===== src/sv/tfra_pkg.sv =====
package tfra_pkg;

	// Fixed field widths of the channels and registers
	localparam int FIELD_W     = 16;
	localparam int FACTOR_W    = 16;
	localparam int MODE_W      = 2;
	localparam int CFG_INDEX_W = 3;
	localparam int CFG_DATA_W  = 16;

	// Register indexes
	localparam logic [CFG_INDEX_W-1:0] CFG_CAPACITY   = 3'd0;
	localparam logic [CFG_INDEX_W-1:0] CFG_MODE_X     = 3'd1;
	localparam logic [CFG_INDEX_W-1:0] CFG_MODE_Y     = 3'd2;
	localparam logic [CFG_INDEX_W-1:0] CFG_INCREASE_X = 3'd3;
	localparam logic [CFG_INDEX_W-1:0] CFG_DECREASE_X = 3'd4;
	localparam logic [CFG_INDEX_W-1:0] CFG_INCREASE_Y = 3'd5;
	localparam logic [CFG_INDEX_W-1:0] CFG_DECREASE_Y = 3'd6;

	// Register reset values
	localparam logic [FIELD_W-1:0]  CAPACITY_RST = 16'd100;
	localparam logic [MODE_W-1:0]   MODE_RST     = 2'd1;
	localparam logic [FACTOR_W-1:0] INCREASE_RST = 16'd256;
	localparam logic [FACTOR_W-1:0] DECREASE_RST = 16'd512;

	// Mode bits: high bit selects multiplicative increase, low bit multiplicative decrease
	localparam int MODE_MI_BIT = 1;
	localparam int MODE_MD_BIT = 0;

	// Operation codes
	localparam logic OP_LOAD = 1'b0;
	localparam logic OP_STEP = 1'b1;

	// Controller to datapath commands
	typedef struct packed {
		logic capture;
		logic eval;
		logic div_start;
		logic commit;
	} cmd_t;

	// Datapath to controller status
	typedef struct packed {
		logic op_step;
		logic div_needed;
		logic div_busy;
	} sts_t;

endpackage


===== src/sv/tfra_if.sv =====
// Request channel: one item per load or step
interface tfra_req_if;
	logic                        valid;
	logic                        ready;
	logic                        operation;
	logic [tfra_pkg::FIELD_W-1:0] start_x;
	logic [tfra_pkg::FIELD_W-1:0] start_y;

	modport source(output valid, operation, start_x, start_y, input ready);
	modport sink(input valid, operation, start_x, start_y, output ready);
endinterface

// Result channel: rates after the item and the congestion flag
interface tfra_rsp_if;
	logic                        valid;
	logic                        ready;
	logic [tfra_pkg::FIELD_W-1:0] rate_x;
	logic [tfra_pkg::FIELD_W-1:0] rate_y;
	logic                        congested;

	modport source(output valid, rate_x, rate_y, congested, input ready);
	modport sink(input valid, rate_x, rate_y, congested, output ready);
endinterface


===== src/sv/tfra_divider.sv =====
// Restoring divider, one quotient bit per cycle
module tfra_divider #(
	parameter int DW = 24
) (
	input  logic                           clk,
	input  logic                           arst_n,
	input  logic                           start,
	input  logic [DW-1:0]                  dividend,
	input  logic [tfra_pkg::FACTOR_W-1:0]  divisor,
	output logic                           busy,
	output logic [DW-1:0]                  quotient,
	output logic                           rem_nonzero
);

	localparam int FW   = tfra_pkg::FACTOR_W;
	localparam int CNTW = $clog2(DW + 1);

	logic            busy_q;
	logic [CNTW-1:0] cnt_q;
	logic [DW-1:0]   quo_q;
	logic [FW-1:0]   rem_q;
	logic [FW-1:0]   div_q;
	logic [FW:0]     trial;
	logic            ge;

	// Shift in the next dividend bit and try a subtraction
	assign trial = {rem_q, quo_q[DW-1]};
	assign ge    = (trial >= {1'b0, div_q});

	always_ff @(posedge clk or negedge arst_n) begin
		if (!arst_n) begin
			busy_q <= 1'b0;
			cnt_q  <= '0;
		end else if (start) begin
			busy_q <= 1'b1;
			cnt_q  <= CNTW'(DW);
		end else if (busy_q) begin
			cnt_q <= cnt_q - CNTW'(1);
			if (cnt_q == CNTW'(1)) begin
				busy_q <= 1'b0;
			end
		end
	end

	always_ff @(posedge clk) begin
		if (start) begin
			quo_q <= dividend;
			rem_q <= '0;
			div_q <= divisor;
		end else if (busy_q) begin
			quo_q <= {quo_q[DW-2:0], ge};
			rem_q <= ge ? FW'(trial - {1'b0, div_q}) : trial[FW-1:0];
		end
	end

	assign busy        = busy_q;
	assign quotient    = quo_q;
	assign rem_nonzero = (rem_q != '0);

endmodule


===== src/sv/tfra_datapath.sv =====
// Rate registers, configuration, multipliers, dividers and result register
module tfra_datapath #(
	parameter int RW = 16
) (
	input  logic                              clk,
	input  logic                              arst_n,
	input  tfra_pkg::cmd_t                    cmd,
	output tfra_pkg::sts_t                    sts,
	input  logic                              cfg_we,
	input  logic [tfra_pkg::CFG_INDEX_W-1:0]  cfg_index,
	input  logic [tfra_pkg::CFG_DATA_W-1:0]   cfg_data,
	input  logic                              operation,
	input  logic [tfra_pkg::FIELD_W-1:0]      start_x,
	input  logic [tfra_pkg::FIELD_W-1:0]      start_y,
	output logic [tfra_pkg::FIELD_W-1:0]      rate_x,
	output logic [tfra_pkg::FIELD_W-1:0]      rate_y,
	output logic                              congested
);

	localparam int FLW = tfra_pkg::FIELD_W;
	localparam int FW  = tfra_pkg::FACTOR_W;
	localparam int MW  = tfra_pkg::MODE_W;
	localparam int DW  = RW + 8;
	localparam int PW  = RW + FW;
	localparam int LW  = (RW > FLW) ? RW : FLW;
	localparam logic [RW-1:0] RATE_MAX = '1;

	// Configuration registers
	logic [FLW-1:0] capacity_q;
	logic [MW-1:0]  mode_x_q, mode_y_q;
	logic [FW-1:0]  inc_x_q, dec_x_q, inc_y_q, dec_y_q;

	// Flow state
	logic [RW-1:0]  rate_x_q, rate_y_q;

	// Item and intermediate registers
	logic           op_q;
	logic [FLW-1:0] start_x_q, start_y_q;
	logic           cong_q;
	logic [PW-1:0]  prod_x_q, prod_y_q;

	// Result payload
	logic [FLW-1:0] out_x_q, out_y_q;
	logic           out_cong_q;

	logic           busy_x, busy_y;
	logic [DW-1:0]  quo_x, quo_y;
	logic           rnz_x, rnz_y;
	logic [LW:0]    rate_sum;
	logic [LW-1:0]  ext_x, ext_y;
	logic [RW-1:0]  load_x, load_y;
	logic [RW-1:0]  adj_x, adj_y;
	logic [RW-1:0]  next_x, next_y;

	// One adjustment by the flow's mode
	function automatic logic [RW-1:0] adjust_rate(
		input logic [RW-1:0] r,
		input logic [MW-1:0] mode,
		input logic [FW-1:0] inc,
		input logic [FW-1:0] dec,
		input logic          cong,
		input logic [PW-1:0] prod,
		input logic [DW-1:0] quo,
		input logic          rem_nz
	);
		logic [DW-1:0] mi_v;
		logic [RW:0]   ai_v;
		logic [DW:0]   md_v;
		logic [DW-1:0] sh;
		logic [DW-1:0] ad_v;
		logic [RW-1:0] res;
		mi_v = prod[PW-1:8];
		ai_v = {1'b0, r} + (RW+1)'(inc[FW-1:8]);
		md_v = {1'b0, quo} + (DW+1)'(rem_nz);
		sh   = {r, 8'b0};
		ad_v = (sh - DW'(dec)) >> 8;
		if (!cong) begin
			if (mode[tfra_pkg::MODE_MI_BIT]) begin
				if (mi_v == '0) begin
					res = RW'(1);
				end else if (mi_v[DW-1:RW] != '0) begin
					res = RATE_MAX;
				end else begin
					res = mi_v[RW-1:0];
				end
			end else begin
				res = ai_v[RW] ? RATE_MAX : ai_v[RW-1:0];
			end
		end else if (mode[tfra_pkg::MODE_MD_BIT]) begin
			if (dec == '0) begin
				res = r;
			end else if (md_v[DW:RW] != '0) begin
				res = RATE_MAX;
			end else begin
				res = md_v[RW-1:0];
			end
		end else begin
			res = (sh < DW'(dec)) ? '0 : ad_v[RW-1:0];
		end
		return res;
	endfunction

	// Configuration writes; unknown indexes are dropped
	always_ff @(posedge clk or negedge arst_n) begin
		if (!arst_n) begin
			capacity_q <= tfra_pkg::CAPACITY_RST;
			mode_x_q   <= tfra_pkg::MODE_RST;
			mode_y_q   <= tfra_pkg::MODE_RST;
			inc_x_q    <= tfra_pkg::INCREASE_RST;
			dec_x_q    <= tfra_pkg::DECREASE_RST;
			inc_y_q    <= tfra_pkg::INCREASE_RST;
			dec_y_q    <= tfra_pkg::DECREASE_RST;
		end else if (cfg_we) begin
			case (cfg_index)
				tfra_pkg::CFG_CAPACITY:   capacity_q <= cfg_data;
				tfra_pkg::CFG_MODE_X:     mode_x_q   <= cfg_data[MW-1:0];
				tfra_pkg::CFG_MODE_Y:     mode_y_q   <= cfg_data[MW-1:0];
				tfra_pkg::CFG_INCREASE_X: inc_x_q    <= cfg_data;
				tfra_pkg::CFG_DECREASE_X: dec_x_q    <= cfg_data;
				tfra_pkg::CFG_INCREASE_Y: inc_y_q    <= cfg_data;
				tfra_pkg::CFG_DECREASE_Y: dec_y_q    <= cfg_data;
				default: ;
			endcase
		end
	end

	// Item capture, then congestion check and products from the old rates
	assign rate_sum = (LW+1)'(rate_x_q) + (LW+1)'(rate_y_q);

	always_ff @(posedge clk) begin
		if (cmd.capture) begin
			op_q      <= operation;
			start_x_q <= start_x;
			start_y_q <= start_y;
		end
		if (cmd.eval) begin
			cong_q   <= (rate_sum > (LW+1)'(capacity_q));
			prod_x_q <= PW'(rate_x_q) * PW'(inc_x_q);
			prod_y_q <= PW'(rate_y_q) * PW'(inc_y_q);
		end
	end

	// One divider per flow for multiplicative decrease
	tfra_divider #(.DW(DW)) u_div_x (
		.clk         (clk),
		.arst_n      (arst_n),
		.start       (cmd.div_start),
		.dividend    ({rate_x_q, 8'b0}),
		.divisor     (dec_x_q),
		.busy        (busy_x),
		.quotient    (quo_x),
		.rem_nonzero (rnz_x)
	);

	tfra_divider #(.DW(DW)) u_div_y (
		.clk         (clk),
		.arst_n      (arst_n),
		.start       (cmd.div_start),
		.dividend    ({rate_y_q, 8'b0}),
		.divisor     (dec_y_q),
		.busy        (busy_y),
		.quotient    (quo_y),
		.rem_nonzero (rnz_y)
	);

	// Next rates: saturated start values on load, adjusted rates on step
	assign ext_x  = LW'(start_x_q);
	assign ext_y  = LW'(start_y_q);
	assign load_x = (ext_x > LW'(RATE_MAX)) ? RATE_MAX : RW'(ext_x);
	assign load_y = (ext_y > LW'(RATE_MAX)) ? RATE_MAX : RW'(ext_y);
	assign adj_x  = adjust_rate(rate_x_q, mode_x_q, inc_x_q, dec_x_q, cong_q,
		prod_x_q, quo_x, rnz_x);
	assign adj_y  = adjust_rate(rate_y_q, mode_y_q, inc_y_q, dec_y_q, cong_q,
		prod_y_q, quo_y, rnz_y);
	assign next_x = (op_q == tfra_pkg::OP_STEP) ? adj_x : load_x;
	assign next_y = (op_q == tfra_pkg::OP_STEP) ? adj_y : load_y;

	// Flow state
	always_ff @(posedge clk or negedge arst_n) begin
		if (!arst_n) begin
			rate_x_q <= '0;
			rate_y_q <= '0;
		end else if (cmd.commit) begin
			rate_x_q <= next_x;
			rate_y_q <= next_y;
		end
	end

	// Result payload register
	always_ff @(posedge clk) begin
		if (cmd.commit) begin
			out_x_q    <= FLW'(next_x);
			out_y_q    <= FLW'(next_y);
			out_cong_q <= (op_q == tfra_pkg::OP_STEP) && cong_q;
		end
	end

	assign rate_x    = out_x_q;
	assign rate_y    = out_y_q;
	assign congested = out_cong_q;

	// Status
	assign sts.op_step    = (op_q == tfra_pkg::OP_STEP);
	assign sts.div_needed = cong_q &&
		((mode_x_q[tfra_pkg::MODE_MD_BIT] && (dec_x_q != '0)) ||
		 (mode_y_q[tfra_pkg::MODE_MD_BIT] && (dec_y_q != '0)));
	assign sts.div_busy   = busy_x || busy_y;

endmodule


===== src/sv/tfra_ctrl.sv =====
// Item sequencer and result valid flag
module tfra_ctrl (
	input  logic           clk,
	input  logic           arst_n,
	input  logic           req_valid,
	output logic           req_ready,
	output logic           rsp_valid,
	input  logic           rsp_ready,
	output tfra_pkg::cmd_t cmd,
	input  tfra_pkg::sts_t sts
);

	typedef enum logic [2:0] {
		ST_IDLE,
		ST_EVAL,
		ST_START,
		ST_DIV,
		ST_COMMIT
	} state_t;

	state_t state_q;
	logic   out_valid_q;

	// Commands decoded from the state
	always_comb begin
		req_ready     = (state_q == ST_IDLE);
		cmd.capture   = (state_q == ST_IDLE) && req_valid;
		cmd.eval      = (state_q == ST_EVAL);
		cmd.div_start = (state_q == ST_START) && sts.div_needed;
		cmd.commit    = (state_q == ST_COMMIT) && (!out_valid_q || rsp_ready);
	end

	always_ff @(posedge clk or negedge arst_n) begin
		if (!arst_n) begin
			state_q     <= ST_IDLE;
			out_valid_q <= 1'b0;
		end else begin
			// Result slot: set on commit, cleared when taken
			if (cmd.commit) begin
				out_valid_q <= 1'b1;
			end else if (rsp_ready) begin
				out_valid_q <= 1'b0;
			end

			case (state_q)
				ST_IDLE: begin
					if (req_valid) begin
						state_q <= ST_EVAL;
					end
				end
				ST_EVAL: begin
					state_q <= sts.op_step ? ST_START : ST_COMMIT;
				end
				ST_START: begin
					state_q <= sts.div_needed ? ST_DIV : ST_COMMIT;
				end
				ST_DIV: begin
					if (!sts.div_busy) begin
						state_q <= ST_COMMIT;
					end
				end
				ST_COMMIT: begin
					if (cmd.commit) begin
						state_q <= ST_IDLE;
					end
				end
				default: state_q <= ST_IDLE;
			endcase
		end
	end

	assign rsp_valid = out_valid_q;

endmodule


===== src/sv/two_flow_rate_adjust_step.sv =====
// Two flows sharing a link: load start rates or take one additive/multiplicative
// increase/decrease step, with congestion judged from the old rates.
// Channel req carries operation, start_x and start_y; channel rsp returns
// rate_x, rate_y and congested, one result per item. Registers are written
// through cfg_we / cfg_index / cfg_data; the user must write them only while
// the block is idle; the block itself does not enforce this. Items are
// handled one at a time. After acceptance a load item passes through EVAL
// and COMMIT; a step item passes through EVAL, START and COMMIT, with DIV
// between START and COMMIT when a division is needed. The division uses
// the restoring divider of each flow, which produces one quotient bit per
// cycle over RATE_WIDTH + 8 bits.
// The result sits in an output register, so the next item is accepted while
// it waits; if the receiver stalls, the following item holds in its final
// state until the result register frees up.
// Reset clears both rates to zero and puts the registers at their defaults.
module two_flow_rate_adjust_step #(
	parameter int RATE_WIDTH = 16
) (
	input  logic                              clk,
	input  logic                              arst_n,
	tfra_req_if.sink                          req,
	tfra_rsp_if.source                        rsp,
	input  logic                              cfg_we,
	input  logic [tfra_pkg::CFG_INDEX_W-1:0]  cfg_index,
	input  logic [tfra_pkg::CFG_DATA_W-1:0]   cfg_data
);

	tfra_pkg::cmd_t cmd;
	tfra_pkg::sts_t sts;

	tfra_ctrl u_ctrl (
		.clk       (clk),
		.arst_n    (arst_n),
		.req_valid (req.valid),
		.req_ready (req.ready),
		.rsp_valid (rsp.valid),
		.rsp_ready (rsp.ready),
		.cmd       (cmd),
		.sts       (sts)
	);

	tfra_datapath #(.RW(RATE_WIDTH)) u_dp (
		.clk       (clk),
		.arst_n    (arst_n),
		.cmd       (cmd),
		.sts       (sts),
		.cfg_we    (cfg_we),
		.cfg_index (cfg_index),
		.cfg_data  (cfg_data),
		.operation (req.operation),
		.start_x   (req.start_x),
		.start_y   (req.start_y),
		.rate_x    (rsp.rate_x),
		.rate_y    (rsp.rate_y),
		.congested (rsp.congested)
	);

`ifndef SYNTHESIS
	// A result never overwrites one that is still waiting
	a_commit_free: assert property (@(posedge clk) disable iff (!arst_n)
		cmd.commit |-> (!rsp.valid || rsp.ready))
		else $error("result committed over a pending result");

	// One item at a time
	a_single_item: assert property (@(posedge clk) disable iff (!arst_n)
		(req.valid && req.ready) |=> !req.ready)
		else $error("item accepted while another is in progress");

	// Dividers run only for step items
	a_div_step: assert property (@(posedge clk) disable iff (!arst_n)
		cmd.div_start |-> sts.op_step)
		else $error("divider started for a load item");

	// A load never reports congestion
	a_load_clear: assert property (@(posedge clk) disable iff (!arst_n)
		(cmd.commit && !sts.op_step) |=> !rsp.congested)
		else $error("load item flagged congested");
`endif

endmodule

===== src/flat_wrapper.sv =====
// flat-port wrapper written by rule: the top's interface ports become plain ports
module two_flow_rate_adjust_step_flat 
#(
	parameter int RATE_WIDTH = 16
)
  (clk, arst_n, cfg_we, cfg_index, cfg_data, req_valid, req_operation, req_start_x, req_start_y, req_ready, rsp_valid, rsp_rate_x, rsp_rate_y, rsp_congested, rsp_ready);
  tfra_req_if req_i ();
  tfra_rsp_if rsp_i ();
  input  logic clk;
  input  logic arst_n;
  input  logic cfg_we;
  input  logic [tfra_pkg::CFG_INDEX_W-1:0] cfg_index;
  input  logic [tfra_pkg::CFG_DATA_W-1:0] cfg_data;
  input wire logic [$bits(req_i.valid)-1:0] req_valid;
  input wire logic [$bits(req_i.operation)-1:0] req_operation;
  input wire logic [$bits(req_i.start_x)-1:0] req_start_x;
  input wire logic [$bits(req_i.start_y)-1:0] req_start_y;
  output wire logic [$bits(req_i.ready)-1:0] req_ready;
  output wire logic [$bits(rsp_i.valid)-1:0] rsp_valid;
  output wire logic [$bits(rsp_i.rate_x)-1:0] rsp_rate_x;
  output wire logic [$bits(rsp_i.rate_y)-1:0] rsp_rate_y;
  output wire logic [$bits(rsp_i.congested)-1:0] rsp_congested;
  input wire logic [$bits(rsp_i.ready)-1:0] rsp_ready;
  assign req_i.valid = req_valid;
  assign req_i.operation = req_operation;
  assign req_i.start_x = req_start_x;
  assign req_i.start_y = req_start_y;
  assign req_ready = req_i.ready;
  assign rsp_valid = rsp_i.valid;
  assign rsp_rate_x = rsp_i.rate_x;
  assign rsp_rate_y = rsp_i.rate_y;
  assign rsp_congested = rsp_i.congested;
  assign rsp_i.ready = rsp_ready;
  two_flow_rate_adjust_step #(.RATE_WIDTH(RATE_WIDTH)) u_core (.clk(clk), .arst_n(arst_n), .req(req_i), .rsp(rsp_i), .cfg_we(cfg_we), .cfg_index(cfg_index), .cfg_data(cfg_data));
endmodule

===== config.mk =====
export PLATFORM = sky130hd
export DESIGN_NAME = two_flow_rate_adjust_step_flat
export DESIGN_NICKNAME = d
export VERILOG_FILES = /design/src/sv/tfra_pkg.sv /design/src/sv/tfra_if.sv /design/src/sv/tfra_divider.sv /design/src/sv/tfra_datapath.sv /design/src/sv/tfra_ctrl.sv /design/src/sv/two_flow_rate_adjust_step.sv /design/src/flat_wrapper.sv
export SDC_FILE = /design/constraint.sdc
export NUM_CORES = 2
export LEC_CHECK = 0
export ABC_CLOCK_PERIOD_IN_PS = 8400
export BUFFER_PORTS_ARGS = -buffer_cell sky130_fd_sc_hd__buf_4
export CAP_MARGIN = 20
export CORE_MARGIN = 1.5
export CORE_UTILIZATION = 60
export DETAILED_ROUTE_END_ITERATION = 8
export PLACE_DENSITY = 0.84
export SYNTH_ARGS = -nofsm -noshare
export SYNTH_HDL_FRONTEND = slang
export SYNTH_SLANG_ARGS = --single-unit

===== constraint.sdc =====
create_clock -name clk -period 8.4 [get_ports clk]
set_input_delay 0.42 -clock clk [delete_from_list [all_inputs] [get_ports clk]]
set_output_delay 0.42 -clock clk [all_outputs]
set_load 0.05 [all_outputs]

### After elaboration in Yosys (flattened, before gate mapping)

Index checks and enable logic that the tools add are counted.

| word-level totals | value |
|---|---|
| bits in registers | 375 |
| input port bits | 57 |
| output and inout bits | 35 |
| logic and storage cells | 149 |

| cells by class | value |
|---|---|
| $add $sub $neg | 11 |
| $mul | 2 |
| order comparisons | 7 |
| eq/ne operators | 15 |
| muxes and demuxes | 46 |
| reduce and logical (&&, ||, !) cells | 36 |

Operators with widths:

| cell | number |
|---|---|
| $mux W16 | 24 |
| $mux W24 | 4 |
| $mul A16 B16 Y32 | 2 |
| $reduce_bool A16 Y1 | 4 |
| $add A24 B1 Y25 | 2 |
| $logic_not A24 Y1 | 2 |
| $lt A24 B16 Y1 | 2 |
| $sub A24 B16 Y24 | 2 |
| $add A16 B8 Y17 | 2 |
| $ge A17 B16 Y1 | 2 |
| $gt A16 B16 Y1 const B | 2 |
| $logic_not A16 Y1 | 2 |
| $sub A16 B16 Y16 | 2 |
| $mux W5 | 4 |
| $reduce_bool A9 Y1 | 2 |
| $add A16 B16 Y17 | 1 |
| $gt A17 B16 Y1 | 1 |
| $reduce_bool A8 Y1 | 2 |
| $mux W3 | 5 |
| $pmux W3 S5 | 1 |
| $reduce_and A2 Y1 | 7 |
| $eq A3 B2 Y1 const B | 4 |
| $eq A3 B3 Y1 const B | 4 |
| $eq A5 B1 Y1 const B | 2 |
| 11 further kinds | 32 |

### Longest topological paths before layout

| depth | value |
|---|---|
| depth after elaboration | 8 |
| depth in mapped cells | 25 |
| mapped depth without buffers | 23 |

### By module

Synthesis repeated with hierarchy kept, for this count alone.

| unflattened totals | value |
|---|---|
| cells, all modules | 3762 |
| area total of the unflattened synthesis | 36620.1 µm² |

By module, submodules not included:

| module | instances | cells an instance | area an instance (µm²) | seq. area each (µm²) |
|---|---|---|---|---|
| tfra_datapath | 1 | 3100 | 29485.8 | 6367.4 |
| tfra_divider | 2 | 318 | 3443.3 | 1671.6 |
| tfra_ctrl | 1 | 26 | 247.7 | 100.1 |

### Worst setup path after synthesis

No wires, ideal clock.

| timing path | value |
|---|---|
| path type | flip-flop to flip-flop |
| start | reg u_core.u_dp.rate_y_q[13] |
| end | reg u_core.u_dp.prod_y_q[31], data pin |
| setup time | 0.260 ns |
| data arrival time | 6.412 ns |
| required time | 8.140 ns |
| path slack | 1.728 ns |
| cell stages (with the launch flop) | 24 |
| path buffers | 3 |
| period minus slack after synthesis | 6.672 ns |
| path through | dfrtp_1 clkbuf_1 clkbuf_1 clkbuf_1 nand2_1 fa_1 fa_1 fa_1 inv_1 fa_1 fa_1 inv_1 fa_1 inv_1 ha_1 o21a_1 o211a_1 a221o_1 a31o_2 a41o_1 a221oi_1 a21oi_1 a21oi_1 xnor2_1 |

| between the ends | value |
|---|---|
| longest elaborated chain between the ends | 1 |

RTL lines:

| element | RTL line | text |
|---|---|---|
| start: declaration | tfra_datapath.sv:34 | `logic [RW-1:0] rate_x_q, rate_y_q;` |
| start signal: assignment | tfra_datapath.sv:185 | `rate_y_q <= next_y;` |
| $mul A16 B16 Y32 | tfra_datapath.sv:139 | `prod_y_q <= PW'(rate_y_q) * PW'(inc_y_q);` |
| end signal: assignment | tfra_datapath.sv:139 |  |
| end: declaration | tfra_datapath.sv:40 | `logic [PW-1:0] prod_x_q, prod_y_q;` |

Every way passes these cells.
A chain may end at the register's enable or synchronous reset.

### Final worst setup path

| timing path | value |
|---|---|
| start | reg u_core.u_dp.rate_y_q[5] |
| end | reg u_core.u_dp.prod_y_q[31], data pin |

Same word-level chain as after synthesis.

==> reports/metrics.cfg <==
[finish]
syn_to_final_growth_pct = 8.328
final_net_count = 4594
drive_above_1_share_pct = 9.114

[clock_network]
clock_insertion_delay_worst_skew_ns = 0.60
ctsRootBufferMaster = sky130_fd_sc_hd__clkbuf_16
tritoncts_clock_tree = yes
clockBufferDepth = 3
clk_pin_slew_worst_paths_ns = 0.07
post-cts-setup-buffer-count = 0
cts_bufs_inserted = 41
clock_sinks = 359
ctsHtreeMaxLevel = 2

[timing]
max_slew_violations = 0
final_cycle_share_pct = 84.34
timing_worst_slew_pin_value_ns = 1.153
final-setup-viol-count = 0
setup_tns_ns = 0
timing.fmax_ghz = 0.1412
timing.clock.skew_ns = 0.02988
report.final.hold_viol_count = 0
slew_headroom_pct = 22.83
rsz0062_at_grt = no
layout_min_cycle_time_ns = 7.084

[yosys]
synthDominantCellAreaShare_pct = 21.53
yosys-top-cells-area = sky130_fd_sc_hd__fa_1 22%, sky130_fd_sc_hd__edfxtp_1 15%, sky130_fd_sc_hd__ha_1 11%
synth.distinct_cells = 93
ys_ff_latch = 359
synth-main-ff-cell = sky130_fd_sc_hd__edfxtp_1
post-synth-top-count-cell = sky130_fd_sc_hd__inv_1
syn-num-nets = 4560
ys_top_cells_by_count = 579 x sky130_fd_sc_hd__inv_1, 453 x sky130_fd_sc_hd__nand2_1, 391 x sky130_fd_sc_hd__fa_1, 306 x sky130_fd_sc_hd__ha_1, 232 x sky130_fd_sc_hd__and2_1
synth-edff-count = 179
synth.cell_area_um2 = 36360
avgSynthCellArea_um2 = 9.553
synthesis.instances = 3806
yosys_warnings = 0
netlist.top_cell.by_area = sky130_fd_sc_hd__fa_1
synth_async_sr_flop_share_pct = 36.77
seq_area_frac_synth_pct = 26.54

[flow_run]
drv_cap = 0

[die]
chipHeight_um = 249.2
placeableCoreArea_um2 = 60130
dieWidth_um = 249.2
floorplan.rows = 90
floorplan.die_area_um2 = 62080
start_util_pct = 60.46
num_io_pins = 92

[place]
dp_hpwl_um = 72390
gpl.final_weighted_congestion = 0.9731
place.port_buffers = 91

[worst_setup_path]
critical_path.endpoint_type = register
crit_type = register to register
cp_data_arrival_time_ns = 7.43
critical_path.max_fanout = 21
worst-endpoint-required_ns = 8.75
startpoint_type = register

[detailed_routing]
drc = 0
vias = 28885
wl_per_cell_um = 21.17
drt_iter0_drc = 2898
finalWirelength_um = 98560
drt_first_pass_iters = 8
detail_route.vias_per_cell = 6.204
final_antenna_net_count = 0

[global_route]
grt_antenna_before_repair = 3
grt_start_max_net_pins = 89
track_usage_pct = 32.31
grt_first_pass_wirelength_um = 158000
first_global_vias = 29419
grt_overflow = 0

[status]
outcome = finished, final reports clean

[min_path]
worst_hold_path_type = input port to register

cells in the final DEF, fill, tap and decap left out, types with 9 or more instances in the layout:
cell type / n
sky130_fd_sc_hd__a31oi_1: 24
sky130_fd_sc_hd__o2111ai_1: 9
sky130_fd_sc_hd__o21bai_1: 11
sky130_fd_sc_hd__a211oi_1: 21
sky130_fd_sc_hd__mux2_2: 89
sky130_fd_sc_hd__dfstp_2: 9
sky130_fd_sc_hd__nor3_1: 56
sky130_fd_sc_hd__dfrtp_1: 121
sky130_fd_sc_hd__xnor2_1: 100
sky130_fd_sc_hd__buf_4: 132
sky130_fd_sc_hd__a21oi_1: 125
sky130_fd_sc_hd__nand2_1: 453
sky130_fd_sc_hd__and2_1: 231
sky130_fd_sc_hd__or3_1: 11
sky130_fd_sc_hd__nand3_1: 82
sky130_fd_sc_hd__clkinv_2: 13
sky130_fd_sc_hd__nor2_1: 160
sky130_fd_sc_hd__ha_1: 306
sky130_fd_sc_hd__a21o_1: 38
sky130_fd_sc_hd__nor4_1: 30
sky130_fd_sc_hd__o211ai_1: 12
sky130_fd_sc_hd__edfxtp_1: 179
sky130_fd_sc_hd__and3_1: 26
sky130_fd_sc_hd__inv_1: 577
sky130_fd_sc_hd__mux2i_1: 52
sky130_fd_sc_hd__xor2_1: 44
sky130_fd_sc_hd__o31ai_1: 10
sky130_fd_sc_hd__dlygate4sd3_1: 22
sky130_fd_sc_hd__o21ai_0: 127
sky130_fd_sc_hd__a41oi_1: 9
sky130_fd_sc_hd__o221ai_1: 25
sky130_fd_sc_hd__nor2b_1: 17
sky130_fd_sc_hd__nand2b_1: 21
sky130_fd_sc_hd__dfxtp_1: 48
sky130_fd_sc_hd__o21a_1: 26
sky130_fd_sc_hd__o41ai_1: 10
sky130_fd_sc_hd__fa_1: 391
sky130_fd_sc_hd__clkbuf_16: 43
sky130_fd_sc_hd__nand4_1: 28
path summary, 6_finish.rpt:
kind	startpoint	end	slack, ns	depth (start not counted)
max	u_core.u_dp.rate_y_q[5]	u_core.u_dp.prod_y_q[31]	1.32	19
min	req_start_x[2]	u_core.u_dp.ext_x[2]	0.008	1
max reg2reg	u_core.u_dp.rate_y_q[5]	u_core.u_dp.prod_y_q[31]	1.32	19
min reg2reg	u_core.u_dp.dec_y_q[0]	u_core.u_dp.u_div_y.div_q[0]	0.48	0
max in group asynchronous	arst_n	u_core.u_dp.u_div_y.busy	6.49	3
min in group asynchronous	arst_n	u_core.u_dp.dec_x_q[1]	0.43	2
state kept, by name, indices dropped and copies added, names as in the netlist, 24 cells and up:
signal	count
u_core.u_dp.prod_y_q	24
u_core.u_dp.u_div_y.quotient	24
u_core.u_dp.u_div_x.quotient	24
u_core.u_dp.prod_x_q	24
cell type report:
type | count | area (um^2)
inverter | 582 | 2185
multi-input combinational | 2699 | 23900
antenna | 1 | 2.502
timing repair buffer | 157 | 1257
sequential | 359 | 9653
tap | 782 | 978.4
fill | 4490 | 20750
clock buffer | 47 | 1091
clock inverter | 29 | 315.3
metal layers:
| layer | vias to the layer above | wire length [um] | share of wire, % | GRT usage (%) |
|---|---|---|---|---|
| li1 | 12692 | - | - | - |
| met1 | 14132 | 37380 | 38 | 42.42 |
| met2 | 1704 | 43870 | 45 | 49.58 |
| met3 | 351 | 11890 | 12 | 9.300 |
| met4 | 6 | 5361 | 5.4 | 15.14 |
| met5 | - | 48 | 0.049 | 0 |
cells by family (layout without fill, tap and decap cells):
| logic type | after synthesis | after routing | share of synthesized area (%) |
|---|---|---|---|
| XOR/XNOR | 144 | 144 | 3.469 |
| buffers and inverters | 748 | 815 | 7.778 |
| AND/OR/NAND/NOR | 1180 | 1180 | 16.20 |
| adder cells (fa/ha/maj) | 697 | 697 | 32.06 |
| AO/OA/AOI/OAI | 536 | 536 | 9.722 |
| flip-flops | 359 | 359 | 26.54 |
| multiplexers | 142 | 142 | 4.229 |
| other | 0 | 1 | 0 |
through the flow:
step / instances / setup WS (ns) / util (%) / hold WS, ns / area [um^2]
final: 4656 / 1.316 / 65.50 / 0.008460 / 39390
after global routing: 4655 / 0.9046 / 65.49 / 0.0005578 / 39380
after CTS: 4651 / 1.376 / 65.41 / 0.00007266 / 39330
after detailed placement: 4556 / 1.438 / 62.75 / 0.4683 / 37740
after global placement: 4555 / 1.578 / 62.73 / 0.4564 / 37720
after floorplan: 3806 / 1.728 / - / 0.1244 / 36360
repair_timing:
action	4_1_cts	5_1_grt
hold buffers	19	3
endpoints found under the hold margin	84	3
gates resized for setup	0	0
critical path: stages, from the launching register on:
cell and delay [ns]:
sky130_fd_sc_hd__dfrtp_1 0.99, sky130_fd_sc_hd__and2_1 0.26, sky130_fd_sc_hd__fa_1 0.41, sky130_fd_sc_hd__inv_1 0.08, sky130_fd_sc_hd__fa_1 0.43, sky130_fd_sc_hd__fa_1 0.50
sky130_fd_sc_hd__fa_1 0.55, sky130_fd_sc_hd__inv_1 0.05, sky130_fd_sc_hd__fa_1 0.49, sky130_fd_sc_hd__fa_1 0.42, sky130_fd_sc_hd__ha_1 0.36, sky130_fd_sc_hd__o21ai_0 0.34
sky130_fd_sc_hd__o21ai_0 0.21, sky130_fd_sc_hd__a221o_1 0.36, sky130_fd_sc_hd__a31o_2 0.25, sky130_fd_sc_hd__a41o_1 0.31, sky130_fd_sc_hd__a221oi_1 0.38, sky130_fd_sc_hd__a21oi_1 0.17
sky130_fd_sc_hd__a21oi_1 0.21, sky130_fd_sc_hd__xnor2_1 0.09
Power is left out: the tool's default activity adds up to more than one toggle a clock period on the data nets, which glitch-free logic cannot reach.
